File: src/sv/rdsgd_pkg.sv
// Shared types, constants and the AF code decoder for the RDS group decoder.
// Used by rdsgd_text_store, rdsgd_group_proc and rds_group_decoder_core.
// No dependencies.
package rdsgd_pkg;

  // Item kinds carried on the input tuser bit.
  localparam logic CMD_GROUP = 1'b0;
  localparam logic CMD_READ  = 1'b1;

  // Group type numbers that the decoder acts on.
  localparam logic [3:0] GT_BASIC = 4'd0;
  localparam logic [3:0] GT_TEXT  = 4'd2;

  localparam int NAME_LEN  = 8;
  localparam int TEXT_LEN  = 64;
  localparam int TEXT_ROWS = TEXT_LEN / 4;
  localparam int ROW_W     = $clog2(TEXT_ROWS);

  localparam logic [7:0] NAME_FILL = 8'h2E;
  localparam logic [7:0] TEXT_FILL = 8'h20;

  // AF code ranges and frequency bases.
  localparam logic [7:0]  AF_VHF_SET_LO = 8'd225;
  localparam logic [7:0]  AF_VHF_SET_HI = 8'd249;
  localparam logic [7:0]  AF_LFMF_SET   = 8'd250;
  localparam logic [7:0]  AF_VHF_MAX    = 8'd204;
  localparam logic [10:0] AF_VHF_BASE   = 11'd875;
  localparam logic [16:0] AF_VHF_STEP   = 17'd100;
  localparam logic [7:0]  AF_LF_MAX     = 8'd15;
  localparam logic [7:0]  AF_MF_LO      = 8'd16;
  localparam logic [7:0]  AF_MF_MAX     = 8'd135;
  localparam logic [16:0] AF_LF_BASE    = 17'd153;
  localparam logic [16:0] AF_MF_BASE    = 17'd531;
  localparam logic [16:0] AF_LFMF_STEP  = 17'd9;

  typedef struct packed {
    logic       cmd;
    logic [6:0] read_index;
    logic [15:0] block_d;
    logic [15:0] block_c;
    logic [15:0] block_b;
    logic [15:0] block_a;
  } item_t;

  // Declared high field first so that the packed vector matches tdata order.
  typedef struct packed {
    logic [7:0]  read_char;
    logic        text_ab;
    logic [16:0] af_second_khz;
    logic [16:0] af_first_khz;
    logic [6:0]  flag_bits;
    logic [4:0]  prog_type;
    logic [15:0] prog_id;
    logic        is_version_b;
    logic [3:0]  grp_num;
  } result_t;

  typedef struct packed {
    logic             clear;
    logic             en;
    logic [ROW_W-1:0] row;
    logic [3:0]       be;
    logic [31:0]      data;
  } text_wr_t;

  typedef struct packed {
    logic [16:0] khz;
    logic        band_lfmf;
  } af_out_t;

  // Decodes one AF code against the current band and returns the band after it.
  function automatic af_out_t af_decode(input logic [7:0] code, input logic band_lfmf);
    af_out_t     r;
    logic [10:0] sum;
    logic [7:0]  d;
    r.khz       = '0;
    r.band_lfmf = band_lfmf;
    sum         = {3'b0, code} + AF_VHF_BASE;
    d           = '0;
    if (code >= AF_VHF_SET_LO && code <= AF_VHF_SET_HI) begin
      r.band_lfmf = 1'b0;
    end else if (code == AF_LFMF_SET) begin
      r.band_lfmf = 1'b1;
    end else if (!band_lfmf) begin
      if (code >= 8'd1 && code <= AF_VHF_MAX) begin
        r.khz = 17'(sum) * AF_VHF_STEP;
      end
    end else if (code >= 8'd1 && code <= AF_LF_MAX) begin
      d     = code - 8'd1;
      r.khz = AF_LF_BASE + 17'(d) * AF_LFMF_STEP;
    end else if (code >= AF_MF_LO && code <= AF_MF_MAX) begin
      d     = code - AF_MF_LO;
      r.khz = AF_MF_BASE + 17'(d) * AF_LFMF_STEP;
    end
    return r;
  endfunction

endpackage

File: src/sv/rdsgd_text_store.sv
// Radiotext store: rows of four characters with one valid bit per row.
// An invalid row reads as spaces, so a text clear only drops the valid bits.
// Depends on rdsgd_pkg.
module rdsgd_text_store (
  input  logic                     clk,
  input  logic                     rst,
  input  rdsgd_pkg::text_wr_t      wr,
  input  logic [rdsgd_pkg::ROW_W-1:0] rd_row,
  output logic [31:0]              rd_word
);

  logic [31:0]                     rows [rdsgd_pkg::TEXT_ROWS];
  logic [rdsgd_pkg::TEXT_ROWS-1:0] valid;
  logic [rdsgd_pkg::TEXT_ROWS-1:0] valid_next;
  logic [31:0]                     merged;
  logic                            old_ok;

  // Bytes that are not written keep the old row, or become spaces when the
  // row is empty or is being cleared in this beat.
  always_comb begin
    old_ok = valid[wr.row] && !wr.clear;
    for (int i = 0; i < 4; i++) begin
      if (wr.be[i]) begin
        merged[8*i +: 8] = wr.data[8*i +: 8];
      end else if (old_ok) begin
        merged[8*i +: 8] = rows[wr.row][8*i +: 8];
      end else begin
        merged[8*i +: 8] = rdsgd_pkg::TEXT_FILL;
      end
    end
  end

  always_comb begin
    valid_next = wr.clear ? '0 : valid;
    if (wr.en) begin
      valid_next[wr.row] = 1'b1;
    end
  end

  always_ff @(posedge clk) begin
    if (rst) begin
      valid <= '0;
    end else begin
      valid <= valid_next;
    end
  end

  always_ff @(posedge clk) begin
    if (wr.en) begin
      rows[wr.row] <= merged;
    end
  end

  assign rd_word = valid[rd_row] ? rows[rd_row] : {4{rdsgd_pkg::TEXT_FILL}};

endmodule

File: src/sv/rdsgd_group_proc.sv
// Group processing: PI, PTY, flags, band, A/B flag and service name state,
// AF decoding, text write and character read for one item per beat.
// Depends on rdsgd_pkg; drives rdsgd_text_store.
module rdsgd_group_proc (
  input  logic                        clk,
  input  logic                        rst,
  input  logic                        fire,
  input  rdsgd_pkg::item_t            item,
  input  logic [31:0]                 rd_word,
  output logic [rdsgd_pkg::ROW_W-1:0] rd_row,
  output rdsgd_pkg::text_wr_t         wr,
  output rdsgd_pkg::result_t          result
);

  logic [15:0] pi_code;
  logic [4:0]  pty_code;
  logic [6:0]  status_flags;
  logic        band_lfmf;
  logic        ab_flag;
  logic [7:0]  service_name [rdsgd_pkg::NAME_LEN];

  logic [6:0]  status_next;
  logic        band_next;
  logic        ab_next;
  logic        is_group;
  logic        is_basic;
  logic        is_text;
  logic [3:0]  gtype;
  logic        verb;
  logic [1:0]  name_seg;
  logic [3:0]  text_seg;
  logic [6:0]  text_pos;
  logic [4:0]  row_a;
  logic [4:0]  row_b;
  rdsgd_pkg::af_out_t af1;
  rdsgd_pkg::af_out_t af2;

  assign gtype    = item.block_b[15:12];
  assign verb     = item.block_b[11];
  assign is_group = (item.cmd == rdsgd_pkg::CMD_GROUP);
  assign is_basic = is_group && (gtype == rdsgd_pkg::GT_BASIC);
  assign is_text  = is_group && (gtype == rdsgd_pkg::GT_TEXT);
  assign name_seg = item.block_b[1:0];
  assign text_seg = item.block_b[3:0];
  assign text_pos = item.read_index - 7'd8;
  assign rd_row   = text_pos[rdsgd_pkg::ROW_W+1:2];
  assign row_a    = {1'b0, text_seg};
  assign row_b    = {2'b0, text_seg[3:1]};

  // The first AF code may change the band used for the second one.
  assign af1 = rdsgd_pkg::af_decode(item.block_c[15:8], band_lfmf);
  assign af2 = rdsgd_pkg::af_decode(item.block_c[7:0], af1.band_lfmf);

  always_comb begin
    status_next = {status_flags[6:3], item.block_b[3], item.block_b[4], item.block_b[10]};
    for (int i = 0; i < 4; i++) begin
      if (name_seg == 2'(i)) begin
        status_next[3+i] = item.block_b[2];
      end
    end
    band_next = (is_basic && !verb) ? af2.band_lfmf : band_lfmf;
    ab_next   = is_text ? item.block_b[4] : ab_flag;
  end

  // Text write: a full row in version A, half a row in version B.
  always_comb begin
    wr.clear = fire && is_text && (item.block_b[4] != ab_flag);
    if (!verb) begin
      wr.en   = fire && is_text && (row_a < 5'(rdsgd_pkg::TEXT_ROWS));
      wr.row  = row_a[rdsgd_pkg::ROW_W-1:0];
      wr.be   = 4'b1111;
      wr.data = {item.block_d[7:0], item.block_d[15:8],
                 item.block_c[7:0], item.block_c[15:8]};
    end else begin
      wr.en   = fire && is_text && (row_b < 5'(rdsgd_pkg::TEXT_ROWS));
      wr.row  = row_b[rdsgd_pkg::ROW_W-1:0];
      wr.be   = text_seg[0] ? 4'b1100 : 4'b0011;
      wr.data = {2{item.block_d[7:0], item.block_d[15:8]}};
    end
  end

  always_comb begin
    result               = '0;
    result.text_ab       = is_group ? ab_next : ab_flag;
    result.prog_id       = is_group ? item.block_a : pi_code;
    result.prog_type     = is_group ? item.block_b[9:5] : pty_code;
    result.flag_bits     = is_basic ? status_next : status_flags;
    if (is_group) begin
      result.grp_num      = gtype;
      result.is_version_b = verb;
      if (is_basic && !verb) begin
        result.af_first_khz  = af1.khz;
        result.af_second_khz = af2.khz;
      end
    end else if (item.read_index < 7'(rdsgd_pkg::NAME_LEN)) begin
      result.read_char = service_name[item.read_index[2:0]];
    end else if (text_pos < 7'(rdsgd_pkg::TEXT_LEN)) begin
      result.read_char = rd_word[{text_pos[1:0], 3'b000} +: 8];
    end
  end

  always_ff @(posedge clk) begin
    if (rst) begin
      pi_code      <= '0;
      pty_code     <= '0;
      status_flags <= '0;
      band_lfmf    <= 1'b0;
      ab_flag      <= 1'b0;
      for (int i = 0; i < rdsgd_pkg::NAME_LEN; i++) begin
        service_name[i] <= rdsgd_pkg::NAME_FILL;
      end
    end else if (fire && is_group) begin
      pi_code   <= item.block_a;
      pty_code  <= item.block_b[9:5];
      band_lfmf <= band_next;
      ab_flag   <= ab_next;
      if (is_basic) begin
        status_flags                   <= status_next;
        service_name[{name_seg, 1'b0}] <= item.block_d[15:8];
        service_name[{name_seg, 1'b1}] <= item.block_d[7:0];
      end
    end
  end

endmodule

File: src/sv/rds_group_decoder_core.sv
// Top level of the RDS group decoder: input register, group processing and
// text store, output register.
// Depends on rdsgd_pkg, rdsgd_text_store and rdsgd_group_proc.
//
//  channel  | beat                         | tdata / tuser
//  ---------+------------------------------+--------------------------------
//  s_*      | one RDS group or read request| tdata 72 bits, tuser = cmd
//  m_*      | one result per input beat    | tdata 80 bits, no tuser
//
// An input beat is registered, then processed combinationally into the output
// register, and one beat is taken every cycle while the output does not stall.
// Reset clears all state: the name reads as dots and the text as spaces.
// A text clear on an A/B change takes effect in the same beat.
// When m_tready is low the output register holds and the input register
// keeps one more beat before s_tready drops.
module rds_group_decoder_core (
  input  logic        clk,
  input  logic        rst,
  input  logic        s_tvalid,
  output logic        s_tready,
  // block_a[15:0], block_b[31:16], block_c[47:32], block_d[63:48],
  // read_index[70:64], zero [71]
  input  logic [71:0] s_tdata,
  // cmd[0]
  input  logic [0:0]  s_tuser,
  output logic        m_tvalid,
  input  logic        m_tready,
  // grp_num[3:0], is_version_b[4], prog_id[20:5], prog_type[25:21],
  // flag_bits[32:26], af_first_khz[49:33], af_second_khz[66:50], text_ab[67],
  // read_char[75:68], zero [79:76]
  output logic [79:0] m_tdata
);

  logic                        in_valid;
  rdsgd_pkg::item_t            in_item;
  logic                        adv;
  logic                        fire;
  rdsgd_pkg::result_t          result;
  rdsgd_pkg::result_t          out_res;
  rdsgd_pkg::text_wr_t         wr;
  logic [rdsgd_pkg::ROW_W-1:0] rd_row;
  logic [31:0]                 rd_word;

  assign adv      = !m_tvalid || m_tready;
  assign fire     = in_valid && adv;
  assign s_tready = !in_valid || adv;

  always_ff @(posedge clk) begin
    if (rst) begin
      in_valid <= 1'b0;
    end else if (s_tready) begin
      in_valid <= s_tvalid;
    end
  end

  always_ff @(posedge clk) begin
    if (s_tready && s_tvalid) begin
      in_item.cmd        <= s_tuser[0];
      in_item.block_a    <= s_tdata[15:0];
      in_item.block_b    <= s_tdata[31:16];
      in_item.block_c    <= s_tdata[47:32];
      in_item.block_d    <= s_tdata[63:48];
      in_item.read_index <= s_tdata[70:64];
    end
  end

  rdsgd_group_proc u_proc (
    .clk     (clk),
    .rst     (rst),
    .fire    (fire),
    .item    (in_item),
    .rd_word (rd_word),
    .rd_row  (rd_row),
    .wr      (wr),
    .result  (result)
  );

  rdsgd_text_store u_text (
    .clk     (clk),
    .rst     (rst),
    .wr      (wr),
    .rd_row  (rd_row),
    .rd_word (rd_word)
  );

  always_ff @(posedge clk) begin
    if (rst) begin
      m_tvalid <= 1'b0;
    end else if (adv) begin
      m_tvalid <= in_valid;
    end
  end

  always_ff @(posedge clk) begin
    if (fire) begin
      out_res <= result;
    end
  end

  assign m_tdata = {4'b0000, out_res};

  // Every beat that leaves the input register lands in the output register.
  a_fire_gives_result: assert property (@(posedge clk) disable iff (rst)
    fire |=> m_tvalid)
    else $error("processed beat did not produce a result");

  // A stalled input beat is neither lost nor changed.
  a_in_hold: assert property (@(posedge clk) disable iff (rst)
    in_valid && !adv |=> in_valid && $stable(in_item))
    else $error("input register changed while stalled");

  // Frequencies only come from 0A groups.
  a_af_only_0a: assert property (@(posedge clk) disable iff (rst)
    m_tvalid && (m_tdata[49:33] != 17'd0 || m_tdata[66:50] != 17'd0) |->
      m_tdata[3:0] == rdsgd_pkg::GT_BASIC && !m_tdata[4])
    else $error("AF frequency on a result that is not 0A");

  // A character only comes back on reads, which report group type zero.
  a_char_only_read: assert property (@(posedge clk) disable iff (rst)
    m_tvalid && m_tdata[75:68] != 8'd0 |->
      m_tdata[3:0] == rdsgd_pkg::GT_BASIC && !m_tdata[4] &&
      m_tdata[49:33] == 17'd0)
    else $error("character returned on a group result");

endmodule

File: config.mk
export PLATFORM = sky130hd
export DESIGN_NAME = rds_group_decoder_core
export DESIGN_NICKNAME = d
export VERILOG_FILES = /design/src/sv/rdsgd_pkg.sv /design/src/sv/rdsgd_text_store.sv /design/src/sv/rdsgd_group_proc.sv /design/src/sv/rds_group_decoder_core.sv
export SDC_FILE = /design/constraint.sdc
export NUM_CORES = 1
export LEC_CHECK = 0
export BUFFER_PORTS_ARGS = -buffer_cell sky130_fd_sc_hd__buf_2
export CORE_MARGIN = 2
export CORE_UTILIZATION = 62
export DETAILED_ROUTE_END_ITERATION = 10
export GPL_ROUTABILITY_DRIVEN = 0
export PLACE_DENSITY = 0.8
export SLEW_MARGIN = 20
export SYNTH_ARGS = -nofsm -noshare
export SYNTH_HDL_FRONTEND = slang
export SYNTH_HIERARCHICAL = 1
export SYNTH_SLANG_ARGS = --single-unit
export TNS_END_PERCENT = 20
File: constraint.sdc
create_clock -name clk -period 8.95 [get_ports clk]
set_clock_uncertainty 0.15 [all_clocks]
set_input_delay 0.4475 -clock clk [delete_from_list [all_inputs] [get_ports clk]]
set_output_delay 0.4475 -clock clk [all_outputs]
set_load 0.005 [all_outputs]
==> results.py, run 1 <==
metrics = {
    "critical_path": {
        "regToRegSetupSlack_ns": 3.51,
        "worstSetupPathType": "flip-flop to flip-flop",
        "r2r_cells": 20,
        "crit_arrival_ns": 5.66,
        "critPathMaxFanout": 8,
        "end_kind": "flip-flop",
        "cp.required_ns": 9.17,
        "worstReg2RegEnd": "m_tdata[48]$_DFFE_PP_",
        "start_kind": "flip-flop",
        "r2r-start": "in_item[41]$_DFFE_PP_",
    },
    "yosys": {
        "synthTopCellsByArea": "edfxtp_1 (60%), mux4_2 (9.7%), ha_1 (5.1%), dfxtp_1 (2.7%), a21oi_1 (1.5%)",
        "yosysTopAreaCell": "edfxtp_1",
        "syn_inst": 2356,
        "async_flop_share_pct": 0,
        "yosysWarnings": 6,
        "synth_top_flop_cell": "edfxtp_1",
        "netlist_area_um2": 36100,
        "synth-edff-count": 724,
        "ys_seq_elements": 772,
        "synth_top_area_share_pct": 60.2,
        "avgSynthCellArea_um2": 15.3,
        "yosysUniqueCellTypes": 82,
        "seq_area_frac_synth_pct": 62.8,
    },
    "global_route": {
        "antenna_found_initial": 4,
        "grt_max_degree": 73,
        "grt-ovfl-total": 0,
        "grt_usage_pct": 29.1,
        "grt_pass1_wl_um": 130000,
        "grt_pass1_vias": 22300,
    },
    "clock_network": {
        "cts_tree": "yes",
        "cts-buffers-inserted": 77,
        "post_cts_resized": 0,
        "h-tree-depth": 3,
        "clkLatencyLatePin_ns": 0.65,
        "cts_buffer_depth": 3,
        "cts_setup_buffers": 0,
        "clock-sinks": 772,
        "ctsRootBufferMaster": "clkbuf_16",
        "ctsHoldBuffers": 75,
        "path_clk_slew_ns": 0.07,
    },
    "floorplan": {
        "core_um2": 57700,
        "dieArea_um2": 60200,
        "die_x_um": 245,
        "io_pins": 159,
        "row_count": 88,
        "chipHeight_um": 245,
        "start_util_pct": 62.6,
    },
    "timing": {
        "rsz0062_at_grt": "no",
        "final.period_utilization_pct": 60.8,
        "hold_viol_final": 0,
        "fin_crit_ns": 5.44,
        "max-slew-margin-rel_pct": 26.8,
        "worstMarginPinSlew_ns": 1.10,
        "fin_ws_ns": 3.51,
        "report.final.slew_viol_count": 0,
        "fmaxAchievable_mhz": 184,
        "final-setup-viol-count": 0,
        "tns_ns": 0,
        "hold_ws_ns": 0.303,
    },
    "min_path": {
        "holdPathStages": 3,
        "hold_end": "u_proc/band_lfmf$_SDFFE_PP0P_",
        "hold_start": "rst",
        "hold_class": "input port to flip-flop",
    },
    "routing": {
        "drc": 0,
        "num_vias": 21700,
        "vias_per_cell": 6.36,
        "wire_per_inst_um": 25.3,
        "drt_iter0_markers": 2271,
        "drt_first_pass_iters": 5,
        "wirelength_um": 86400,
        "ant_nets": 0,
    },
    "layout": {
        "area_growth_pct": 13.2,
        "final_util_pct": 70.9,
        "post-route-cell-area_um2": 40900,
        "nets": 2831,
        "drive_above_1_share_pct": 22.1,
        "antennaDiodeCount": 0,
    },
    "power": {
        "power_leakage_uw": 0.0146,
        "p_per_area_nw_per_um2": 209,
        "max-vdd-ir-drop_mv": 0.189,
    },
    "placed_design": {
        "dpl_cell_area_um2": 37600,
        "place_hpwl_um": 54300,
        "dp_slack_ns": 3.62,
        "io_buffers": 153,
    },
    "run": {
        "max_cap_violations": 0,
    },
    "outcome": {
        "run_status": "completed",
    },
}
## routing by layer
layer / vias up / track usage (%) / part of all wire (%)
met5: - / 0 / 0.050
met4: 6 / 11.2 / 3.7
met3: 194 / 6.09 / 8.4
met2: 1110 / 48.3 / 50
met1: 10900 / 38.0 / 38
li1: 9497 / - / -
## worst max-delay path by stage
stage	start	cells after the start	endpoint
floorplan	in_item[41]$_DFFE_PP_	20	m_tdata[48]$_DFFE_PP_
detailed placement	in_item[41]$_DFFE_PP_	20	m_tdata[48]$_DFFE_PP_
global placement	in_item[41]$_DFFE_PP_	20	m_tdata[48]$_DFFE_PP_
CTS	in_item[41]$_DFFE_PP_	20	m_tdata[48]$_DFFE_PP_
finish	in_item[41]$_DFFE_PP_	20	m_tdata[48]$_DFFE_PP_
global route	in_item[41]$_DFFE_PP_	20	m_tdata[48]$_DFFE_PP_
## through the flow
step	instances	power (uW)
final	3414	8540
after global routing	3414	8840
after CTS	3413	8530
after detailed placement	3197	5350
after global placement	3197	5310
after floorplan	2359	5060
## critical path: stages, from the launching register on
cell,delay (ns)
edfxtp_1,0.52
inv_1,0.31
ha_1,0.29
a21oi_1,0.35
a21oi_1,0.22
nor3_1,0.32
xor2_1,0.32
inv_1,0.12
ha_1,0.32
ha_1,0.29
inv_1,0.05
fa_1,0.51
inv_1,0.05
ha_1,0.33
a21oi_1,0.20
o211ai_1,0.15
and3_1,0.21
o21ai_0,0.12
nor2b_1,0.16
xor2_1,0.15
nor2_1,0.05
## layout by cell type, fill, tap and decap left out, types with 7 or more instances in the layout
| master | n |
|---|---|
| buf_4 | 60 |
| fa_1 | 20 |
| clkinv_2 | 13 |
| dfxtp_1 | 48 |
| nand2_1 | 118 |
| xnor2_1 | 45 |
| o22ai_1 | 9 |
| and3_1 | 12 |
| nor2_1 | 85 |
| a21oi_1 | 110 |
| nor3_2 | 24 |
| and2_1 | 67 |
| o21a_1 | 7 |
| a211oi_1 | 9 |
| inv_1 | 97 |
| clkinv_1 | 14 |
| ha_1 | 147 |
| mux2_2 | 37 |
| nand2b_1 | 53 |
| buf_2 | 153 |
| edfxtp_1 | 724 |
| nor2b_1 | 25 |
| xor2_1 | 33 |
| nor4_4 | 9 |
| o21ai_0 | 49 |
| mux4_2 | 156 |
| or3_1 | 11 |
| or2_2 | 11 |
| nand3_1 | 24 |
| nor3_1 | 71 |
| a22oi_1 | 67 |
| clkbuf_16 | 78 |
| a21o_1 | 13 |
| a31oi_1 | 15 |
| nand3b_1 | 17 |
| dlygate4sd3_1 | 75 |
| mux2i_1 | 11 |
| clkbuf_1 | 20 |
## state kept, by name (all words and copies together) (netlist names)
signal               count
in_item                 72
in_valid                 1
m_tdata                 76
m_tvalid                 1
u_proc/ab_flag           1
u_proc/band_lfmf         1
u_proc/pi_code          16
u_proc/pty_code          5
u_proc/service_name     64
u_proc/status_flags      7
u_text/rows            512
u_text/valid            16
## layout make-up
type,count,area [um^2]
clock buffers,102,2080
clock inverters,39,394
fillers,3611,16800
inverters,99,374
multi-input cells,1349,12400
flip-flops and latches,772,22700
well taps,765,957
repair buffers,288,1970
## report_power, final
group	internal, uW	total [uW]	switching [uW]
Sequential	4020	4070	51.5
Combinational	537	1290	749
Clock	1820	3180	1360
## kinds of logic after synthesis
logic type	synth area share, %
fa+ha+maj	6.20
buf+inv	3.13
other cells	0.0104
flops	62.8
compound gates	5.86
simple gates	8.79
mux	11.3
xor+xnor	1.89
## Yosys cell counts (6+ instances only)
cell type	instances
buf_6	10
o21ai_0	49
mux2i_1	11
a21oi_1	110
nand4b_1	6
nor2b_1	28
nor3_2	10
nand3b_1	17
xnor2_1	45
xor2_1	33
mux4_2	156
mux2_2	37
inv_1	98
and3_1	12
a211oi_1	9
nor3_1	85
o22ai_1	9
fa_1	20
nor4_4	8
nand2_1	118
a31oi_1	15
nor2_1	86
and2_1	67
buf_4	41
edfxtp_1	724
ha_1	147
buf_2	6
dfxtp_1	48
buf_1	19
nand3_1	24
a21o_1	13
or3_1	11
nand4_1	6
o21a_1	7
or2_2	11
a22oi_1	67
clkbuf_1	63
nand2b_1	53
(Power assumes the default switching activity.)
==> run 2: changes to the inputs <==
clock period = 5.1 ns   (was 8.95 ns; I/O delays follow)
==> results.py, run 2 (synthesized netlist as in run 1, its figures left out) <==
metrics = {
    "outcome": {
        "run_status": "completed",
    },
    "min_path": {
        "hold_start": "rst",
        "hold_class": "input port to flip-flop",
    },
    "clock_network": {
        "ctsRootBufferMaster": "clkbuf_16",
        "h-tree-depth": 3,
        "cts_tree": "yes",
        "path_clk_slew_ns": 0.06,
        "cts_buffer_depth": 3,
        "clock-sinks": 772,
        "clkLatencyLatePin_ns": 0.64,
        "cts-buffers-inserted": 77,
    },
    "critical_path": {
        "end_kind": "flip-flop",
        "cp-startpoint": "in_item[33]$_DFFE_PP_",
        "start_kind": "flip-flop",
        "crit_arrival_ns": 5.06,
        "critPathMaxFanout": 8,
        "cp.required_ns": 5.32,
        "worstSetupPathType": "flip-flop to flip-flop",
        "r2r-start": "in_item[33]$_DFFE_PP_",
        "regToRegSetupSlack_ns": 0.25,
    },
    "timing": {
        "fmaxAchievable_mhz": 206,
        "final.period_utilization_pct": 95.1,
        "tns_ns": 0,
        "final-setup-viol-count": 0,
        "hold_viol_final": 0,
        "hold_ws_ns": 0.142,
        "fin_crit_ns": 4.85,
        "max-slew-margin-rel_pct": 23.8,
        "worstMarginPinSlew_ns": 1.14,
        "report.final.slew_viol_count": 0,
    },
    "run": {
        "max_cap_violations": 0,
    },
    "global_route": {
        "grt_pass1_wl_um": 132000,
        "grt_pass1_vias": 22100,
        "grt-ovfl-total": 0,
        "grt_usage_pct": 29.1,
        "antenna_found_initial": 4,
        "grt_max_degree": 74,
    },
    "power": {
        "power_leakage_uw": 0.0147,
        "max-vdd-ir-drop_mv": 0.304,
        "p_per_area_nw_per_um2": 363,
    },
    "layout": {
        "n_fill_cell": 3589,
        "regMostFlops": "u_text/rows",
        "final_cell_mix": "edfxtp_1 (724), mux4_2 (156), buf_2 (153)",
        "area_growth_pct": 13.6,
        "final_common_cell": "edfxtp_1",
        "final_cell_count_no_fill": 3448,
        "largest_reg_flops": 512,
        "nets": 2864,
        "drive_above_1_share_pct": 22.8,
    },
    "routing": {
        "drt_first_pass_iters": 6,
        "vias_per_cell": 6.41,
        "drt_iter0_markers": 2427,
        "wire_per_inst_um": 25.1,
        "wirelength_um": 86500,
        "ant_nets": 0,
        "num_vias": 22100,
        "drc": 0,
    },
    "floorplan": {
        "row_count": 88,
        "start_util_pct": 62.6,
        "core_um2": 57700,
        "io_pins": 159,
        "die_x_um": 245,
        "chipHeight_um": 245,
        "dieArea_um2": 60200,
    },
    "placed_design": {
        "io_buffers": 153,
        "place_hpwl_um": 55600,
        "dp_cells": 3229,
    },
}
-- run 2: metal layers --
metal | share of wire (%) | up-vias | track usage [%]
li1 | - | 9576 | -
met1 | 38 | 11200 | 39.0
met2 | 50 | 1141 | 48.2
met3 | 8.3 | 195 | 4.97
met4 | 3.6 | 2 | 11.4
met5 | 0.015 | - | 0
-- run 2: final timing paths --
check / endpoint / depth (start not counted)
worst max register to register: m_tdata[66]$_DFFE_PP_ / 18
worst max-delay path: m_tdata[66]$_DFFE_PP_ / 18
worst min-delay path: u_proc/service_name[1][3]$_SDFFCE_PN1P_ / 5
worst min register to register: u_proc/pi_code[2]$_SDFFE_PP0P_ / 2
-- run 2: per-stage QoR --
step	util, %	cell area [um^2]	worst slack, ns	power [uW]
after floorplan	-	36100	0.544	8870
after global placement	65.6	37800	0.327	9340
after detailed placement	65.6	37800	0.251	9430
after CTS	71.1	41000	0.181	14900
after global routing	71.2	41100	-0.00218	15500
final	71.2	41100	0.251	14900
-- run 2: where the power goes --
group	internal, uW	switching, uW
combinational	955	1330
clock	3080	2430
sequential	7060	75.7
total	11100	3840
-- run 2: cell type report --
| type | instances | area (um^2) | share of cell area (%) |
|---|---|---|---|
| diodes | 3 | 7.51 | 0.0183 |
| clock inverters | 42 | 388 | 0.944 |
| repair buffers | 321 | 2250 | 5.47 |
| inverters | 99 | 374 | 0.911 |
| well taps | 765 | 957 | 2.33 |
| clock buffers | 97 | 2040 | 4.98 |
| multi-input cells | 1349 | 12300 | 30.1 |
| flip-flops and latches | 772 | 22700 | 55.3 |
-- run 2: repair_timing --
action	4_1_cts	5_1_grt
hold endpoints to repair	74	0
setup endpoints to repair	0	5
hold buffers	75	0
setup buffers	0	1
resized for setup	0	5
-- run 2: worst max-delay path: stages (launching register included) --
cell and delay (ns):
edfxtp_1 0.50, inv_1 0.25, ha_1 0.26, a21oi_1 0.24, a21oi_1 0.20, nor3_1 0.29, xor2_1 0.27, inv_1 0.10
nor2_1 0.11, nor2_1 0.05, ha_1 0.31, fa_1 0.49, ha_1 0.35, or2_2 0.31, a21oi_1 0.20, a31oi_2 0.08
a31oi_1 0.22, xnor2_1 0.15, nor2_1 0.05
==> run 3: changes to the inputs <==
CORE_UTILIZATION = 39   (was 62)
CTS_CLUSTER_DIAMETER = 120   (was unset)
PLACE_DENSITY = unset   (was 0.8)
==> results.py, run 3 (synthesized netlist as in run 1, its figures left out) <==
metrics = {
    "power": {
        "p_per_area_nw_per_um2": 367,
        "power_switching_share_pct": 25.4,
        "max-vdd-ir-drop_mv": 0.263,
        "power_leakage_uw": 0.0149,
        "power_uw": 15400,
        "p_clk_share_pct": 39.0,
        "switchingPower_uw": 3920,
        "combPwrFrac_pct": 14.8,
        "p_seq_share_pct": 46.3,
        "intPower_uw": 11500,
    },
    "layout": {
        "final_cell_count_no_fill": 3940,
        "regMostFlops": "u_text/rows",
        "final_cell_mix": "edfxtp_1 (724), mux4_2 (156), buf_2 (153)",
        "n_fill_cell": 8012,
        "final_util_pct": 45.8,
        "nets": 2876,
        "final_common_cell": "edfxtp_1",
        "drive_above_1_share_pct": 23.6,
        "largest_reg_flops": 512,
        "area_growth_pct": 16.4,
    },
    "run": {
        "max_cap_violations": 0,
    },
    "clock_network": {
        "cts_tree": "yes",
        "cts-buffers-inserted": 80,
        "cts_setup_buffers": 0,
        "ctsRootBufferMaster": "clkbuf_16",
        "cts_buffer_depth": 3,
        "clock-sinks": 772,
        "path_clk_slew_ns": 0.06,
        "h-tree-depth": 3,
        "clkLatencyLatePin_ns": 0.65,
    },
    "global_route": {
        "grt_use_met1_pct": 25.7,
        "antenna_found_initial": 3,
        "grt_pass1_vias": 21700,
        "top_usage_layer": "met2",
        "met2_usage_pct": 31.1,
        "grt_usage_pct": 18.8,
        "globalRouteMet3Util_pct": 2.91,
        "grt-ovfl-total": 0,
        "grt_pass1_wl_um": 134000,
        "grt_max_degree": 111,
    },
    "timing": {
        "worstMarginPinSlew_ns": 1.17,
        "final.period_utilization_pct": 91.7,
        "report.final.slew_viol_count": 0,
        "fin_crit_ns": 4.68,
        "max-slew-margin-rel_pct": 21.1,
        "fmaxAchievable_mhz": 214,
        "tns_ns": 0,
        "hold_viol_final": 0,
        "rsz0062_at_grt": "no",
        "final-setup-viol-count": 0,
    },
    "routing": {
        "drt_first_pass_iters": 7,
        "ant_nets": 0,
        "wire_per_inst_um": 22.8,
        "wirelength_um": 89800,
        "num_vias": 21500,
        "vias_per_cell": 5.45,
        "drt_iter0_markers": 1862,
        "drc": 0,
    },
    "critical_path": {
        "regToRegSetupSlack_ns": 0.42,
        "end_kind": "flip-flop",
        "crit_arrival_ns": 4.91,
        "critPathMaxFanout": 10,
        "cp.required_ns": 5.34,
        "worstSetupPathType": "flip-flop to flip-flop",
        "start_kind": "flip-flop",
    },
    "outcome": {
        "run_status": "completed",
    },
    "floorplan": {
        "dieArea_um2": 95100,
        "row_count": 111,
        "die_x_um": 308,
        "core_um2": 91800,
        "io_pins": 159,
        "start_util_pct": 39.4,
        "chipHeight_um": 308,
    },
    "placed_design": {
        "io_buffers": 153,
        "dp_cells": 3718,
        "place_hpwl_um": 60900,
    },
    "min_path": {
        "hold_class": "input port to flip-flop",
    },
}
-- run 3: cell count changes in the layout (fill, tap and decap cells not counted), moves of 2 or more --
cell / before / now
buf_12: 2 / 4
clkinvlp_4: 4 / 7
diode_2: 3 / 1
bufinv_16: 4 / 10
clkbuf_1: 17 / 8
buf_4: 90 / 98
clkbuf_16: 78 / 82
clkinv_1: 10 / 12
-- run 3: worst max-delay path: stages (launching register included) --
cell and delay (ns):
edfxtp_1 0.55, inv_1 0.24, nor2_1 0.22, nand2_1 0.07
o21ai_0 0.32, xor2_1 0.32, inv_1 0.13, ha_1 0.31
ha_1 0.28, inv_1 0.05, fa_1 0.50, inv_1 0.04
ha_1 0.34, and3_1 0.16, a21oi_1 0.15, a31oi_1 0.16
a31oi_1 0.23, xnor2_1 0.14, nor2_1 0.05
-- run 3: worst paths after layout --
path / from / to / cells past startpoint
worst max-delay path: in_item[34]$_DFFE_PP_ / m_tdata[66]$_DFFE_PP_ / 18
worst min-delay path: s_tdata[18] / in_item[18]$_DFFE_PP_ / 2
worst max register to register: in_item[34]$_DFFE_PP_ / m_tdata[66]$_DFFE_PP_ / 18
worst min register to register: u_proc/pi_code[6]$_SDFFE_PP0P_ / u_proc/pi_code[6]$_SDFFE_PP0P_ / 2
-- run 3: area by class of cell --
type / count / area (um^2) / area share, %
clock buffers: 91 / 2100 / 4.98
well taps: 1243 / 1560 / 3.70
diodes: 1 / 2.50 / 0.00595
repair buffers: 330 / 2330 / 5.55
inverters: 99 / 374 / 0.890
multi-input cells: 1349 / 12400 / 29.4
flip-flops and latches: 772 / 22700 / 54.0
clock inverters: 55 / 634 / 1.51
-- run 3: layer usage --
layer,vias up,part of all wire (%)
li1,9587,-
met1,11100,43
met4,0,2.4
met2,683,49
met5,-,0
met3,117,6.1
-- run 3: power groups by stage --
stage / clock network (uW) / registers (uW) / logic (uW)
after global placement: 0 / 7270 / 2180
after CTS: 6150 / 7140 / 2280
after global routing: 6380 / 7150 / 2540
after detailed placement: 0 / 7270 / 2220
after floorplan: 0 / 7230 / 1650
final: 6010 / 7140 / 2280
-- run 3: repair_timing --
item                                    in CTS  in global routing
endpoints found under the setup margin       0                  2
endpoints found under the hold margin       74                  0
resized for setup                            0                  4
hold buffers                                75                  0
-- run 3: per-stage QoR --
step           cell area [um^2]  setup WS, ns  hold slack (ns)
6_report                  42000         0.423            0.157
3_5_place_dp              38500         0.269            0.283
5_1_grt                   42000        0.0758            0.157
4_1_cts                   42000         0.242            0.122
3_3_place_gp              38500         0.276            0.282
2_1_floorplan             36100         0.544            0.167
